<file path="src/hw/rtl/pbkd_pkg.sv">
// Shared types and constants for the packed-archive byte keystream decryptor.
// No dependencies; used by pack_byte_keystream_decrypt_unit.
`default_nettype none

package pbkd_pkg;

  // Operation codes carried by an input item
  typedef enum logic [1:0] {
    OP_DECRYPT = 2'd0,
    OP_SKIP    = 2'd1,
    OP_RESTART = 2'd2,
    OP_NONE    = 2'd3
  } op_t;

  // Configuration register indexes
  typedef enum logic [2:0] {
    REG_ENCRYPT_ENABLE = 3'd0,
    REG_KEY_A_LOW      = 3'd1,
    REG_KEY_A_HIGH     = 3'd2,
    REG_KEY_B_LOW      = 3'd3,
    REG_KEY_B_HIGH     = 3'd4,
    REG_START_NUMBER   = 3'd5
  } reg_idx_t;

  localparam int unsigned CfgDataWidth = 64;
  localparam int unsigned CfgIdxWidth  = 3;

  // Multiply-high reciprocals for division by 12 and by 7
  localparam logic [31:0] MulHiDiv12 = 32'hAAAA_AAAB;
  localparam logic [31:0] MulHiDiv7  = 32'h2492_4925;

  // Keystream start state
  localparam logic [3:0] IndexAStart = 4'd0;
  localparam logic [3:0] IndexBStart = 4'd8;
  // Wrap limits
  localparam logic [4:0] IndexAMax   = 5'd15;
  localparam logic [4:0] IndexBWrap  = 5'd12;
  localparam logic [4:0] IndexBPass  = 5'd8;

  // Keystream state
  typedef struct packed {
    logic [3:0] index_a;
    logic [3:0] index_b;
    logic [6:0] string_number;
    logic       swap_flag;
  } ks_state_t;

endpackage

`default_nettype wire

</file>
<file path="src/hw/rtl/pack_byte_keystream_decrypt_unit.sv">
// An accepted item is held in the input register; its plain byte then goes to the
// output register once it is free. Throughput: one item per cycle unless a decrypt
// waits on a stalled output; the keystream update is one pass of logic in stage 2.
// Reset (rst, synchronous, active high): configuration registers cleared, index_a 0,
// index_b 8, string number 0, swap flag clear, pipeline empty.
// Depends on pbkd_pkg for operation codes, register indexes and constants.
`default_nettype none

module pack_byte_keystream_decrypt_unit (
  input  wire logic                                  clk,
  input  wire logic                                  rst,
  // input channel
  input  wire logic                                  in_valid,
  output logic                                       in_stall,
  input  wire logic [1:0]                            operation,
  input  wire logic [7:0]                            cipher_byte,
  // output channel
  output logic                                       out_valid,
  input  wire logic                                  out_stall,
  output logic [7:0]                                 plain_byte,
  // configuration write port
  input  wire logic                                  cfg_write,
  input  wire logic [pbkd_pkg::CfgIdxWidth-1:0]      cfg_index,
  input  wire logic [pbkd_pkg::CfgDataWidth-1:0]     cfg_data
);

  // ---------------------------------------------------------------------------
  // Configuration registers
  // ---------------------------------------------------------------------------
  logic        encrypt_enable;
  logic [63:0] key_a_low;
  logic [63:0] key_a_high;
  logic [63:0] key_b_low;
  logic [63:0] key_b_high;
  logic [6:0]  start_number;

  always_ff @(posedge clk) begin
    if (rst) begin
      encrypt_enable <= 1'b0;
      key_a_low      <= '0;
      key_a_high     <= '0;
      key_b_low      <= '0;
      key_b_high     <= '0;
      start_number   <= '0;
    end else if (cfg_write) begin
      case (pbkd_pkg::reg_idx_t'(cfg_index))
        pbkd_pkg::REG_ENCRYPT_ENABLE: encrypt_enable <= cfg_data[0];
        pbkd_pkg::REG_KEY_A_LOW:      key_a_low      <= cfg_data;
        pbkd_pkg::REG_KEY_A_HIGH:     key_a_high     <= cfg_data;
        pbkd_pkg::REG_KEY_B_LOW:      key_b_low      <= cfg_data;
        pbkd_pkg::REG_KEY_B_HIGH:     key_b_high     <= cfg_data;
        pbkd_pkg::REG_START_NUMBER:   start_number   <= cfg_data[6:0];
        default: ;  // writes beyond the register list are dropped
      endcase
    end
  end

  // ---------------------------------------------------------------------------
  // Stage 1: input register
  // ---------------------------------------------------------------------------
  logic              s1_valid;
  pbkd_pkg::op_t     s1_op;
  logic [7:0]        s1_byte;
  logic              s1_fire;    // stage 1 item moves on this cycle
  logic              out_free;   // output register can take a new byte
  logic              in_accept;

  // Only a decrypt needs room in the output register; skip, restart and
  // unused items retire straight away.
  assign out_free  = !out_valid || !out_stall;
  assign s1_fire   = s1_valid && (out_free || (s1_op != pbkd_pkg::OP_DECRYPT));
  assign in_stall  = s1_valid && !s1_fire;
  assign in_accept = in_valid && !in_stall;

  always_ff @(posedge clk) begin
    if (rst) begin
      s1_valid <= 1'b0;
    end else if (in_accept) begin
      s1_valid <= 1'b1;
    end else if (s1_fire) begin
      s1_valid <= 1'b0;
    end
  end

  // Payload holds unless a new item is taken
  always_ff @(posedge clk) begin
    if (in_accept) begin
      s1_op   <= pbkd_pkg::op_t'(operation);
      s1_byte <= cipher_byte;
    end
  end

  // ---------------------------------------------------------------------------
  // Stage 2: keystream state, decrypt and advance
  // ---------------------------------------------------------------------------
  pbkd_pkg::ks_state_t ks;
  pbkd_pkg::ks_state_t ks_next;
  pbkd_pkg::ks_state_t ks_adv;     // state after one advance
  pbkd_pkg::ks_state_t ks_start;   // state loaded by a restart

  // Key tables as 128-bit words, byte i in bits 8i+7:8i
  logic [127:0] key_a;
  logic [127:0] key_b;
  logic [7:0]   key_a_byte;
  logic [7:0]   key_b_byte;
  logic [7:0]   mixed;
  logic [7:0]   swapped;
  logic [7:0]   decrypted;

  assign key_a      = {key_a_high, key_a_low};
  assign key_b      = {key_b_high, key_b_low};
  assign key_a_byte = key_a[{ks.index_a, 3'b000} +: 8];
  assign key_b_byte = key_b[{ks.index_b, 3'b000} +: 8];
  assign mixed      = s1_byte ^ key_b_byte ^ {1'b0, ks.string_number};
  assign swapped    = ks.swap_flag ? {mixed[3:0], mixed[7:4]} : mixed;
  assign decrypted  = swapped ^ key_a_byte;

  assign ks_start.index_a       = pbkd_pkg::IndexAStart;
  assign ks_start.index_b       = pbkd_pkg::IndexBStart;
  assign ks_start.string_number = start_number;
  assign ks_start.swap_flag     = 1'b0;

  // String number step and its remainders by 7 and by 12 (multiply-high)
  logic [4:0]  a_inc;
  logic [4:0]  b_inc;
  logic [6:0]  num_step;
  logic [38:0] prod12;
  logic [38:0] prod7;
  logic [6:0]  k12;
  logic [6:0]  k7;
  logic [6:0]  t7;
  logic [3:0]  div12;
  logic [4:0]  div7;
  logic [6:0]  rem12_w;
  logic [6:0]  rem7_w;
  logic [3:0]  mod12;
  logic [2:0]  mod7;

  assign a_inc    = {1'b0, ks.index_a} + 5'd1;
  assign b_inc    = {1'b0, ks.index_b} + 5'd1;
  assign num_step = ks.string_number + 7'd2;
  assign prod12   = 39'(pbkd_pkg::MulHiDiv12) * 39'(num_step);
  assign prod7    = 39'(pbkd_pkg::MulHiDiv7) * 39'(num_step);
  assign k12      = prod12[38:32];
  assign k7       = prod7[38:32];
  assign t7       = k7 + ((num_step - k7) >> 1);
  assign div12    = k12[6:3];
  assign div7     = t7[6:2];
  assign rem12_w  = num_step - 7'({div12, 3'b000} + {1'b0, div12, 2'b00});
  assign rem7_w   = num_step - 7'(7'(div7) * 7'd7);
  assign mod12    = rem12_w[3:0];
  assign mod7     = rem7_w[2:0];

  always_comb begin
    ks_adv = ks;
    if (a_inc <= pbkd_pkg::IndexAMax) begin
      // index A still in range: wrap index B past 12
      ks_adv.index_a = a_inc[3:0];
      if (b_inc > pbkd_pkg::IndexBWrap) begin
        ks_adv.index_b   = 4'd0;
        ks_adv.swap_flag = !ks.swap_flag;
      end else begin
        ks_adv.index_b = b_inc[3:0];
      end
    end else if (b_inc <= pbkd_pkg::IndexBPass) begin
      // index A overflow with index B early: restart A only
      ks_adv.index_a   = 4'd0;
      ks_adv.index_b   = b_inc[3:0];
      ks_adv.swap_flag = !ks.swap_flag;
    end else begin
      // full pass done: step the string number and derive new indices
      ks_adv.string_number = num_step;
      if (ks.swap_flag) begin
        ks_adv.swap_flag = 1'b0;
        ks_adv.index_a   = {1'b0, mod7};
        ks_adv.index_b   = mod12 + 4'd2;
      end else begin
        ks_adv.swap_flag = 1'b1;
        ks_adv.index_b   = {1'b0, mod7};
        ks_adv.index_a   = mod12 + 4'd3;
      end
    end
  end

  always_comb begin
    ks_next = ks;
    if (s1_fire && encrypt_enable) begin
      case (s1_op)
        pbkd_pkg::OP_DECRYPT: ks_next = ks_adv;
        pbkd_pkg::OP_SKIP:    ks_next = ks_adv;
        pbkd_pkg::OP_RESTART: ks_next = ks_start;
        default:              ks_next = ks;   // unused code: no effect
      endcase
    end
  end

  always_ff @(posedge clk) begin
    if (rst) begin
      ks.index_a       <= pbkd_pkg::IndexAStart;
      ks.index_b       <= pbkd_pkg::IndexBStart;
      ks.string_number <= '0;
      ks.swap_flag     <= 1'b0;
    end else begin
      ks <= ks_next;
    end
  end

  // ---------------------------------------------------------------------------
  // Output register: hold a result until it is taken
  // ---------------------------------------------------------------------------
  logic emit;

  assign emit = s1_fire && (s1_op == pbkd_pkg::OP_DECRYPT);

  always_ff @(posedge clk) begin
    if (rst) begin
      out_valid <= 1'b0;
    end else if (emit) begin
      out_valid <= 1'b1;
    end else if (!out_stall) begin
      out_valid <= 1'b0;
    end
  end

  // Pass the byte through unchanged when encryption is off
  always_ff @(posedge clk) begin
    if (emit) begin
      plain_byte <= encrypt_enable ? decrypted : s1_byte;
    end
  end

endmodule

`default_nettype wire

</file>
<file path="config.mk">
export PLATFORM = sky130hd
export DESIGN_NAME = pack_byte_keystream_decrypt_unit
export DESIGN_NICKNAME = d
export VERILOG_FILES = /design/src/hw/rtl/pbkd_pkg.sv /design/src/hw/rtl/pack_byte_keystream_decrypt_unit.sv
export SDC_FILE = /design/constraint.sdc
export NUM_CORES = 1
export LEC_CHECK = 0
export BUFFER_PORTS_ARGS = -buffer_cell sky130_fd_sc_hd__buf_2
export CAP_MARGIN = 5
export CORE_MARGIN = 5
export CORE_UTILIZATION = 35
export CTS_CLUSTER_DIAMETER = 40
export DETAILED_ROUTE_END_ITERATION = 7
export GPL_TIMING_DRIVEN = 0
export PLACE_DENSITY_LB_ADDON = 0.08
export SETUP_SLACK_MARGIN = 0.3
export SYNTH_ARGS = -nofsm -noshare
export SYNTH_HDL_FRONTEND = slang
export SYNTH_SLANG_ARGS = --single-unit
</file>
<file path="constraint.sdc">
create_clock -name clk -period 10.2 [get_ports clk]
set_clock_uncertainty 0.05 [all_clocks]
set_input_delay 1.02 -clock clk [delete_from_list [all_inputs] [get_ports clk]]
set_output_delay 1.02 -clock clk [all_outputs]
set_load 0.1 [all_outputs]
</file>
# Word-level counts from Yosys, hierarchy flattened

Cells that the tools add are included.

Add/subtract/negate cells: 10
$mul: 3
$lt $le $gt $ge: 3
Eq/ne operators: 11
Shift-type cells: 2
Muxes and demuxes: 17
Bitwise gates (word level): 3
Reduce and logical (&&, ||, !) cells: 27

Operators by type and width:

| operator                                                                         | number |
|---|---|
| 128-bit by 8-bit indexed part select with 8-bit output                           | 2 |
| 8-bit 2-to-1 mux                                                                 | 5 |
| 30-bit by 7-bit multiplier with 37-bit output, first input constant              | 1 |
| 32-bit by 7-bit multiplier with 37-bit output, first input constant              | 1 |
| 16-bit one-hot mux with 2 select lines                                           | 1 |
| 8-bit bitwise XOR                                                                | 2 |
| 7-bit 2-to-1 mux                                                                 | 2 |
| 2-bit AND reduction                                                              | 7 |
| 4-bit by 1-bit adder with 5-bit output, second input constant                    | 2 |
| 5-bit by 4-bit less-or-equal comparator with 1-bit output, second input constant | 2 |
| 4-bit by 2-bit adder with 4-bit output, second input constant                    | 2 |
| 1-bit 2-to-1 mux                                                                 | 8 |
| 8-bit by 7-bit bitwise XOR with 8-bit output                                     | 1 |
| 5-bit by 6-bit adder with 7-bit output                                           | 1 |
| 7-bit by 2-bit adder with 7-bit output, second input constant                    | 1 |
| 7-bit by 5-bit subtractor with 7-bit output                                      | 1 |
| 3-bit by 2-bit == test with 1-bit output, second input constant                  | 2 |
| 3-bit == test, second input constant                                             | 2 |
| 2-bit nonzero test                                                               | 3 |
| 5-bit by 4-bit > comparator with 1-bit output, second input constant             | 1 |
| 1-bit logical AND                                                                | 5 |
| 1-bit logical NOT                                                                | 5 |
| 5-bit by 3-bit multiplier with 3-bit output, second input constant               | 1 |
| 4-bit adder                                                                      | 1 |
| other kinds (15)                                                                 | 17 |

Register bits after elaboration: 300
Input port bits: 82
Output and inout port bits: 10
Word-level logic and storage cells: 91

# Depth between registers and ports, before layout

Gate-level depths: netlist of run 1.

Depth after elaboration: 10
Mapped depth: 37
Mapped depth without buffers: 36

# Worst setup path before layout of run 1

OpenSTA, ideal clock, no wires.

Path type: register to register
From: register ks[2] (netlist bit)
To: register ks[10] (netlist bit)
Setup time: 0.062 ns
Data arrival time: 8.287 ns
Required time: 10.088 ns
Slack: 1.801 ns
Cell stages (with the launch flop): 35
Buffers on the path: 1
Period minus slack after synthesis: 8.399 ns
Cells stage by stage: dfxtp_1 > buf_1 > nand3_1 > nor2_1 > xor2_1 > ha_1 > inv_1 > fa_1 > inv_1 > ha_1 > fa_1 > ha_1 > a211oi_1 > o21ai_1 > or3_1 > o211ai_2 > xnor2_1 > ha_1 > nand3b_1 > mux2_2 > o311a_1 > o21ai_1 > nand3_2 > xnor2_1 > ha_1 > fa_1 > xor2_1 > xnor2_1 > xnor2_1 > and3_1 > a2111oi_0 > o211ai_1 > o31a_1 > a211o_1 > nand3_1

Longest elaborated chain between the ends: 10
Elaborated cells between the ends (all ways): 14
Classes of those cells: 7 x add/sub; 3 x mul; 4 x mux

RTL lines:

| what                                          | line                                    | text |
|---|---|---|
| from (decl)                                   | pack_byte_keystream_decrypt_unit.sv:96  | `pbkd_pkg::ks_state_t ks;` |
| from (signal assigned)                        | pack_byte_keystream_decrypt_unit.sv:204 | `ks <= ks_next;` |
| 7-bit by 2-bit adder with 7-bit output (*)    | pack_byte_keystream_decrypt_unit.sv:141 | `assign num_step = ks.string_number + 7'd2;` |
| 30-bit by 7-bit multiplier with 37-bit output | pack_byte_keystream_decrypt_unit.sv:143 | `assign prod7 = 39'(pbkd_pkg::MulHiDiv7) * 39'(num_step);` |
| 7-bit by 5-bit subtractor with 7-bit output   | pack_byte_keystream_decrypt_unit.sv:146 | `assign t7 = k7 + ((num_step - k7) >> 1);` |
| 5-bit by 6-bit adder with 7-bit output        | pack_byte_keystream_decrypt_unit.sv:146 |  |
| 5-bit by 3-bit multiplier with 3-bit output   | pack_byte_keystream_decrypt_unit.sv:150 | `assign rem7_w = num_step - 7'(7'(div7) * 7'd7);` |
| 3-bit subtractor                              | pack_byte_keystream_decrypt_unit.sv:150 |  |
| 8-bit 2-to-1 mux (*)                          | pack_byte_keystream_decrypt_unit.sv:173 | `if (ks.swap_flag) begin` |
| 8-bit 2-to-1 mux (*)                          | pack_byte_keystream_decrypt_unit.sv:165 | `end else if (b_inc <= pbkd_pkg::IndexBPass) begin` |
| 8-bit 2-to-1 mux (*)                          | pack_byte_keystream_decrypt_unit.sv:156 | `if (a_inc <= pbkd_pkg::IndexAMax) begin` |
| 16-bit one-hot mux with 2 select lines (*)    | pack_byte_keystream_decrypt_unit.sv:188 | `case (s1_op)` |

Every way passes the cells marked *; elsewhere a longest branch is shown, timed or not.
A chain may end at the register's enable or synchronous reset.

# Worst setup path in the final report of run 1

From: register ks[2] (netlist bit)
To: register ks[14] (netlist bit)

Same word-level chain as after synthesis.

==> out/metrics.yaml, run 1 <==
status: "completed"
grt_pass1_vias: 12900
worst_pin_slew_ns: 1.03
ir_drop_v: 0.000114
synth_area_leaders: "dfxtp_1 36%, nand2_1 13%, mux4_2 12%, a21oi_1 9.5%, ha_1 7.2%"
die_h_um: 221
yosysUniqueCellTypes: 65
cap_violations: 0
netlist.area_leader.share_pct: 36.2
relSlewSlack_pct: 31.3
grt_pass1_wl_um: 85500
fmax_mhz: 108
grt_max_degree: 14
holdPathStages: 2
synthFlopType: "dfxtp_1"
rows: 77
synth-seq-cells: 300
tns_ns: 0
cp_slowest_cell: "fa_1"
wl_um: 58400
place_congestion: 0.889
dieArea_um2: 48800
worstPathRequired_ns: 10.59
area_growth_pct: 18.9
clk_latency_ns: 0.57
placed_area_um2: 16800
period_share_pct: 90.5
viasPerCell: 5.25
critical_path_arrival_ns: 9.62
core_region_area_um2: 44100
tritoncts: "yes"
port_buffers: 89
crit_path_frequent_cell: "ha_1"
cts_buffer_depth: 3
drtAntennaViolNets: 0
antenna_found_initial: 1
synthesis.nets: 1966
design_area_um2: 18500
p_per_area_nw_per_um2: 167
power_switching_share_pct: 24.8
fin_ws_ns: 0.969
route.detailed.drc: 0
rsz0062_at_grt: "false"
io_pins: 92
dpl.hpwl_um: 44200
p_total_mw: 3.10
layout_common_cells: "536 x nand2_1, 295 x a21oi_1, 281 x dfxtp_1"
fin_crit_ns: 9.23
num_vias: 13400
hold_buffers: 0
cts_root_buffer: "clkbuf_16"
cts_max_level: 2
slowest_delay_ns: 0.49
floorplan.initialDensity_pct: 35.3
yosysWarnings: 0
synth-seq-area-share_pct: 39.7
cts.clk_slew.worst_paths_ns: 0.06
netlist_instances: 1778
setup_viol: 0
rr_worst_depth: 36
p_clk_share_pct: 54.7
antenna_cells: 0
hp-class: "flop to flop"
drive_gt1_share_pct: 14.7
postSynth.asyncResetShare_pct: 0
drt_iter0_drc: 1073
synth_area_um2: 15600
end_kind: "flop"
synth_edf_count: 18
worstSetupPathType: "flop to flop"
power.switching_mw: 0.768
gr-usage-all-layers_pct: 23.3
p_int_mw: 2.33
syn_area_per_cell_um2: 8.76
synth_top_area_cell: "dfxtp_1"
routedWlPerCell_um: 22.9
pwr-share-comb_pct: 5.7
dieWidth_um: 221
utilization_pct: 42.0
cts.sinks: 300
p_leak_nw: 6.88
grt_overflow: 0
p_seq_share_pct: 39.6
report.final.slew_viol_count: 0
finalHoldViolations: 0
nNetsFinal: 2109
dp_slack_ns: 0.0161
firstDrtPassIters: 6
cts_buffers: 48
final_common_cell: "nand2_1"
crit_fanout: 10
crit_path_start_kind: "flop"
nFillCells: 4480
[synthesized netlist by cell type, types with 4 or more instances]
library cell and number:
buf_1 14, nand3b_1 4, dfxtp_1 282, buf_2 5, a21oi_1 295, and2_1 7
xnor2_1 36, mux4_2 80, ha_1 90, fa_1 16, mux2i_1 11, clkbuf_1 101
a211oi_1 4, xor2_1 14, o21ai_0 20, nand2_1 536, a21o_1 5, nor2_1 58
nand3_1 11, o21a_1 4, nand4b_1 4, nand4_1 5, edfxtp_1 18, a22oi_1 4
nor2b_1 8, mux2_2 9, inv_1 58, o21ai_1 8, nor3_1 14
[per-layer routing]
metal	vias to the layer above	global-route usage (%)	wire, um	part of all wire (%)
met1	6472	31.1	25800	44
met5	-	0	0	0
met3	98	4.03	3430	5.9
met4	0	9.54	2620	4.5
met2	423	37.4	26600	46
li1	6399	-	-	-
[registers in the layout, indices dropped and copies added, names as in the netlist]
signal,cells
key_b_high,64
key_a_high,64
s1_byte,8
s1_op,2
s1_valid,1
key_b_low,64
start_number,7
plain_byte,8
out_valid,1
key_a_low,64
ks,16
encrypt_enable,1
[power by group through the flow]
stage | logic (mW) | clock network [mW] | registers (mW)
after global placement | 0.176 | 0 | 1.25
after global routing | 0.190 | 1.77 | 1.23
after floorplan | 0.0822 | 0 | 1.25
after detailed placement | 0.178 | 0 | 1.25
after CTS | 0.178 | 1.72 | 1.23
final | 0.177 | 1.69 | 1.23
[repair_timing]
| item | in CTS | in global routing |
|---|---|---|
| resized for setup | 2 | 8 |
| pin swaps | 0 | 2 |
| buffers inserted | 0 | 3 |
| endpoints found under the setup margin | 2 | 2 |
[path summary, 6_finish.rpt]
| path | start | endpoint | slack, ns |
|---|---|---|---|
| setup reg to reg | ks[2] | ks[14] | 0.97 |
| hold / removal | key_a_high[20] | key_a_high[20] | 0.40 |
| setup / recovery | ks[2] | ks[14] | 0.97 |
| hold reg to reg | key_a_high[20] | key_a_high[20] | 0.40 |
[final cells by class]
| class | count | area [um^2] | area share [%] |
|---|---|---|---|
| plain buffers | 120 | 460 | 2.49 |
| multi-input cells | 1300 | 8770 | 47.4 |
| well taps | 592 | 741 | 4.00 |
| inverters | 58 | 218 | 1.18 |
| clock buffers | 62 | 1350 | 7.26 |
| repair buffers | 93 | 479 | 2.59 |
| clock inverters | 25 | 322 | 1.74 |
| flip-flops and latches | 300 | 6190 | 33.4 |
[through the flow]
| step | cells | hold WS, ns |
|---|---|---|
| finish | 2550 | 0.400 |
| global route | 2550 | 0.414 |
| CTS | 2547 | 0.403 |
| detailed placement | 2460 | 0.394 |
| global placement | 2459 | 0.389 |
| floorplan | 1778 | 0.382 |
[critical path: cells and delay by family (launching register included)]
kind | cells | cell delay (ns)
xor+xnor | 7 | 1.51
fa+ha+maj | 9 | 3.21
simple gates | 7 | 1.27
compound gates | 9 | 2.10
flops | 1 | 0.42
buf+inv | 4 | 0.51
[cells by family (layout without fill, tap and decap cells)]
family / Yosys count / in the layout / share of synthesized area [%]
buffers and inverters: 178 / 358 / 4.33
adder cells (fa/ha/maj): 107 / 107 / 9.35
XOR/XNOR: 55 / 55 / 3.41
flip-flops: 300 / 300 / 39.7
AO/OA/AOI/OAI: 369 / 369 / 13.0
AND/OR/NAND/NOR: 669 / 669 / 17.3
multiplexers: 100 / 100 / 12.9
No activity file was read; power rests on OpenSTA's default activity.
==> inputs of run 2 (changes only) <==
--- a/config.mk
+++ b/config.mk
@@ -9,8 +9,10 @@
 export CAP_MARGIN = 5
 export CORE_MARGIN = 5
 export CORE_UTILIZATION = 35
+export CTS_BUF_LIST = sky130_fd_sc_hd__clkbuf_8
 export CTS_CLUSTER_DIAMETER = 40
 export DETAILED_ROUTE_END_ITERATION = 7
+export GPL_ROUTABILITY_DRIVEN = 0
 export GPL_TIMING_DRIVEN = 0
 export PLACE_DENSITY_LB_ADDON = 0.08
 export SETUP_SLACK_MARGIN = 0.3
==> out/metrics.yaml, run 2 (synthesis gave the netlist of run 1 again) <==
hp-class: "flop to flop"
design_area_um2: 18000  # -2.7%
holdWs_ns: 0.401  # +0.000871 ns
io_pins: 92  # unchanged
ir_drop_v: 0.0000980  # -14%
drtAntennaViolNets: 0  # unchanged
tritoncts: "yes"
cts_max_level: 2  # unchanged
r2r-end: "ks[14]"
final_common_cell: "nand2_1"
finalHoldViolations: 0  # unchanged
cts_buffer_depth: 3  # unchanged
antenna_cells: 0  # unchanged
cp-startpoint: "ks[2]"
utilization_pct: 40.9  # -1.1 points
antenna_found_initial: 1  # unchanged
fin_crit_ns: 9.21  # -0.0239 ns
power.switching_mw: 0.694  # -9.6%
dpl.hpwl_um: 44200  # unchanged
reg2reg_slack_ns: 0.99  # +0.02 ns
crit_fanout: 10  # unchanged
dp_cells: 2460  # unchanged
cts_root_buffer: "clkbuf_8"
grt_max_degree: 16  # +2
cts.sinks: 300  # unchanged
core_region_area_um2: 44100  # unchanged
cap_violations: 0  # unchanged
setup_viol: 0  # unchanged
worstReg2RegStart: "ks[2]"
rsz0062_at_grt: "false"
p_seq_share_pct: 46.8  # +7.2 points
drive_gt1_share_pct: 14.7  # -0.025 points
min-delay-start: "key_a_high[20]"
cts_buffers: 57  # +19%
crit_path_frequent_cell: "ha_1"
viasPerCell: 5.20  # -1.0%
firstDrtPassIters: 5  # -1
p_int_mw: 1.93  # -17%
critical_path_arrival_ns: 9.68  # +0.06 ns
area_growth_pct: 15.7
met2WireLength_um: 26400  # -0.70%
hold_buffers: 0  # unchanged
grt_pass1_wl_um: 85200  # -0.37%
fin_ws_ns: 0.993  # +0.0239 ns
holdPathEnd: "key_a_high[20]"
die_h_um: 221  # unchanged
grt_overflow: 0  # unchanged
rows: 77  # unchanged
stdcell_count: 2567  # +0.67%
worstSetupPathType: "flop to flop"
power_switching_share_pct: 26.5  # +1.7 points
relSlewSlack_pct: 30.8  # -0.44 points
dp_slack_ns: 0.0161  # unchanged
report.final.slew_viol_count: 0  # unchanged
routedWlPerCell_um: 22.8  # -0.68%
end_kind: "flop"
fmax_mhz: 109  # +0.26%
cp_slowest_cell: "fa_1"
port_buffers: 89  # unchanged
wl_um: 58400  # about the same
gr-usage-all-layers_pct: 23.2  # -0.024 points
status: "completed"
floorplan.initialDensity_pct: 35.3  # unchanged
wl_met3_um: 3540  # +3.0%
worst_pin_slew_ns: 1.04  # +0.00667 ns
dieArea_um2: 48800  # unchanged
period_share_pct: 90.3  # -0.23 points
layout_common_cells: "536 x nand2_1, 295 x a21oi_1, 281 x dfxtp_1"
drt_iter0_drc: 1117  # +4.1%
placed_area_um2: 16800  # unchanged
rr_worst_depth: 36  # unchanged
grt_pass1_vias: 12900  # -0.50%
top_layer_used: "met4"
route.detailed.drc: 0  # unchanged
p_per_area_nw_per_um2: 145  # -13%
nNetsFinal: 2118  # +0.43%
holdPathStages: 2  # unchanged
p_leak_nw: 6.74  # -2.1%
clk_latency_ns: 0.66  # +0.09 ns
p_clk_share_pct: 46.4  # -8.3 points
tns_ns: 0  # unchanged
dieWidth_um: 221  # unchanged
crit_path_start_kind: "flop"
slowest_delay_ns: 0.49  # about the same
pwr-share-comb_pct: 6.8  # +1.1 points
num_vias: 13300  # -0.34%
m1WireLength_um: 25800  # +0.32%
cts.clk_slew.worst_paths_ns: 0.07  # about the same
worstPathRequired_ns: 10.67  # +0.08 ns
p_total_mw: 2.62  # -15%
[run 2: changes by cell type in the layout (fill, tap and decap cells not counted), moves of 3 or more]
| cell | delta |
|---|---|
| clkbuf_8 | +59 |
| clkbuf_16 | -49 |
| inv_1 | +18 |
| clkbuf_1 | -6 |
| clkinv_2 | +6 |
| clkinv_1 | +3 |
| clkinv_4 | -3 |
| inv_6 | -3 |
| inv_8 | -3 |
[run 2: critical path: cells and delay by family (launching register included)]
family	cells	cell delay (ns)
AO/OA/AOI/OAI	9	2.10
AND/OR/NAND/NOR	7	1.26
adder cells (fa/ha/maj)	9	3.21
XOR/XNOR	7	1.50
buffers and inverters	4	0.52
flip-flops	1	0.42
[run 2: cell type report]
cell class / instances / area (um^2)
Fill cell: 4566 / 26100
Inverter: 58 / 218
Tap cell: 592 / 741
Clock buffer: 66 / 908
Clock inverter: 38 / 259
Timing Repair Buffer: 93 / 479
Sequential cell: 300 / 6190
Multi-Input combinational cell: 1300 / 8770
Buffer: 120 / 460
[run 2: how the worst max path moves through the flow]
stage,to,slack (ns),cells after the start
finish,ks[14],0.99,36
global route,ks[14],0.32,35
floorplan,ks[10],1.80,34
detailed placement,ks[14],0.02,34
CTS,ks[14],0.40,35
global placement,ks[14],0.1,34
[run 2: per-layer routing]
metal	vias to the layer above	GRT usage [%]
li1	6415	-
met1	6416	31.1
met2	405	37.0
met3	111	4.76
met4	0	9.32
met5	-	0
[run 2: power by group through the flow]
stage	Sequential, mW	Combinational (mW)	Clock [mW]
finish	1.23	0.178	1.22
CTS	1.23	0.178	1.24
global route	1.23	0.190	1.29
detailed placement	1.25	0.178	0
global placement	1.25	0.176	0
floorplan	1.25	0.0822	0
[run 2: timing repair]
item / in CTS / in global routing
buffers inserted: 0 / 3
gates resized for setup: 2 / 8
pin swaps: 0 / 2
endpoints found under the setup margin: 2 / 2
==> inputs of run 3 (changes only) <==
--- a/config.mk
+++ b/config.mk
@@ -15,6 +15,7 @@
 export GPL_ROUTABILITY_DRIVEN = 0
 export GPL_TIMING_DRIVEN = 0
 export PLACE_DENSITY_LB_ADDON = 0.08
+export REMOVE_ABC_BUFFERS = 1
 export SETUP_SLACK_MARGIN = 0.3
 export SYNTH_ARGS = -nofsm -noshare
 export SYNTH_HDL_FRONTEND = slang
==> out/metrics.yaml, run 3 (synthesis gave the netlist of run 1 again) <==
nFillCells: 4577  # +0.24%
core_region_area_um2: 44100  # unchanged
p_leak_nw: 6.71  # -0.45%
die_h_um: 221  # unchanged
final_common_cell: "nand2_1"
cp_slowest_cell: "dfxtp_1"
cts_buffer_depth: 3  # unchanged
tritoncts: "yes"
grt_pass1_wl_um: 68400  # -20%
cap_violations: 0  # unchanged
finalHoldViolations: 0  # unchanged
reg2reg_slack_ns: 1.03  # +0.04 ns
wl_um: 42900  # -27%
routedWlPerCell_um: 17.4  # -23%
area_growth_pct: 14.8
floorplan.initialDensity_pct: 35.3  # unchanged
fmax_mhz: 109  # +0.43%
cts_buffers: 55  # -3.5%
dp_cells: 2353  # -4.3%
fin_crit_ns: 9.17  # -0.0391 ns
port_buffers: 91  # +2.2%
design_area_um2: 17900  # -0.74%
dp_slack_ns: 0.236  # +0.220 ns
firstDrtPassIters: 5  # unchanged
hp-class: "flop to flop"
status: "completed"
drive_gt1_share_pct: 16.5  # +1.8 points
gr-usage-all-layers_pct: 17.1  # -6.1 points
rows: 77  # unchanged
slowest_delay_ns: 0.55  # +0.06 ns
critical_path_arrival_ns: 9.59  # -0.09 ns
route.detailed.drc: 0  # unchanged
relSlewSlack_pct: 15.3  # -16 points
io_pins: 92  # unchanged
use_met1_pct: 23.5  # -7.6 points
use_met2_pct: 28.3  # -8.7 points
report.final.slew_viol_count: 0  # unchanged
period_share_pct: 89.9  # -0.38 points
dieArea_um2: 48800  # unchanged
grt_busiest_layer: "met2"
crit_path_start_kind: "flop"
stdcell_count: 2458  # -4.2%
clk_latency_ns: 0.60  # -0.06 ns
p_total_mw: 2.58  # -1.7%
drt_iter0_drc: 682  # -39%
use_met3_pct: 2.92  # -1.8 points
multi_input_area_um2: 8790  # +0.23%
cts.clk_slew.worst_paths_ns: 0.06  # about the same
hold_buffers: 0  # unchanged
end_kind: "flop"
grt_overflow: 0  # unchanged
crit_fanout: 7  # -3
antenna_cells: 0  # unchanged
worst_pin_slew_ns: 1.27  # +0.232 ns
rsz0062_at_grt: "false"
nNetsFinal: 2010  # -5.1%
holdWs_ns: 0.400  # -0.00100 ns
utilization_pct: 40.5  # -0.30 points
worstPathRequired_ns: 10.62  # -0.05 ns
fin_ws_ns: 1.03  # +0.0391 ns
ff_latch_area_um2: 6200  # +0.20%
worstSetupPathType: "flop to flop"
crit_path_frequent_cell: "ha_1"
placed_area_um2: 16600  # -1.0%
drtAntennaViolNets: 0  # unchanged
grt_max_degree: 129  # +113
num_vias: 12300  # -7.9%
viasPerCell: 5.00  # -3.8%
cts_root_buffer: "clkbuf_8"
dieWidth_um: 221  # unchanged
grt_pass1_vias: 12100  # -5.7%
setup_viol: 0  # unchanged
p_per_area_nw_per_um2: 144  # -0.93%
cts_max_level: 2  # unchanged
layout_common_cells: "535 x nand2_1, 295 x a21oi_1, 277 x dfxtp_1"
dpl.hpwl_um: 29200  # -34%
tns_ns: 0  # unchanged
cts.sinks: 300  # unchanged
antenna_found_initial: 2  # +1
ir_drop_v: 0.000103  # +5.0%
## run 3: cell count changes in the layout (fill, tap and decap cells not counted), sizes merged
cell,delta
clkinvlp,+1
buf,-4
inv,+1
clkinv,-12
bufinv,-1
clkbuf,-94
## run 3: layout make-up
| cell class | instances | share of cell area [%] |
|---|---|---|
| clock buffers | 74 | 5.69 |
| clock inverters | 27 | 0.972 |
| inverters | 58 | 1.22 |
| multi-input cells | 1300 | 49.1 |
| flip-flops and latches | 300 | 34.7 |
| well taps | 592 | 4.14 |
| repair buffers | 107 | 4.18 |
## run 3: layer usage
| metal | vias to the layer above | part of all wire [%] |
|---|---|---|
| li1 | 6176 | - |
| met1 | 5858 | 48 |
| met2 | 212 | 47 |
| met3 | 49 | 3.8 |
| met4 | 4 | 1.5 |
| met5 | - | 0.072 |
## run 3: power breakdown
group	internal (mW)	switching, mW
Sequential	1.21	0.0143
Combinational	0.0522	0.0937
Clock	0.696	0.513
Total	1.96	0.621
## run 3: path summary, 6_finish.rpt
path | startpoint | cells after the start | endpoint
setup / recovery | ks[4] | 33 | ks[10]
hold / removal | key_a_low[30] | 2 | key_a_low[30]
setup reg to reg | ks[4] | 33 | ks[10]
hold reg to reg | key_a_low[30] | 2 | key_a_low[30]
## run 3: critical path: cells and delay by family (launching register included)
family / cells / cell delay [ns]
flops: 1 / 0.55
buf+inv: 2 / 0.14
mux: 1 / 0.28
xor+xnor: 6 / 1.43
compound gates: 10 / 2.67
fa+ha+maj: 8 / 2.76
simple gates: 6 / 1.16
## run 3: what timing repair did
action / 4_1_cts / 5_1_grt
gates resized for setup: 2 / 6
setup buffers: 0 / 2
pin swaps: 0 / 1
endpoints found under the setup margin: 2 / 2
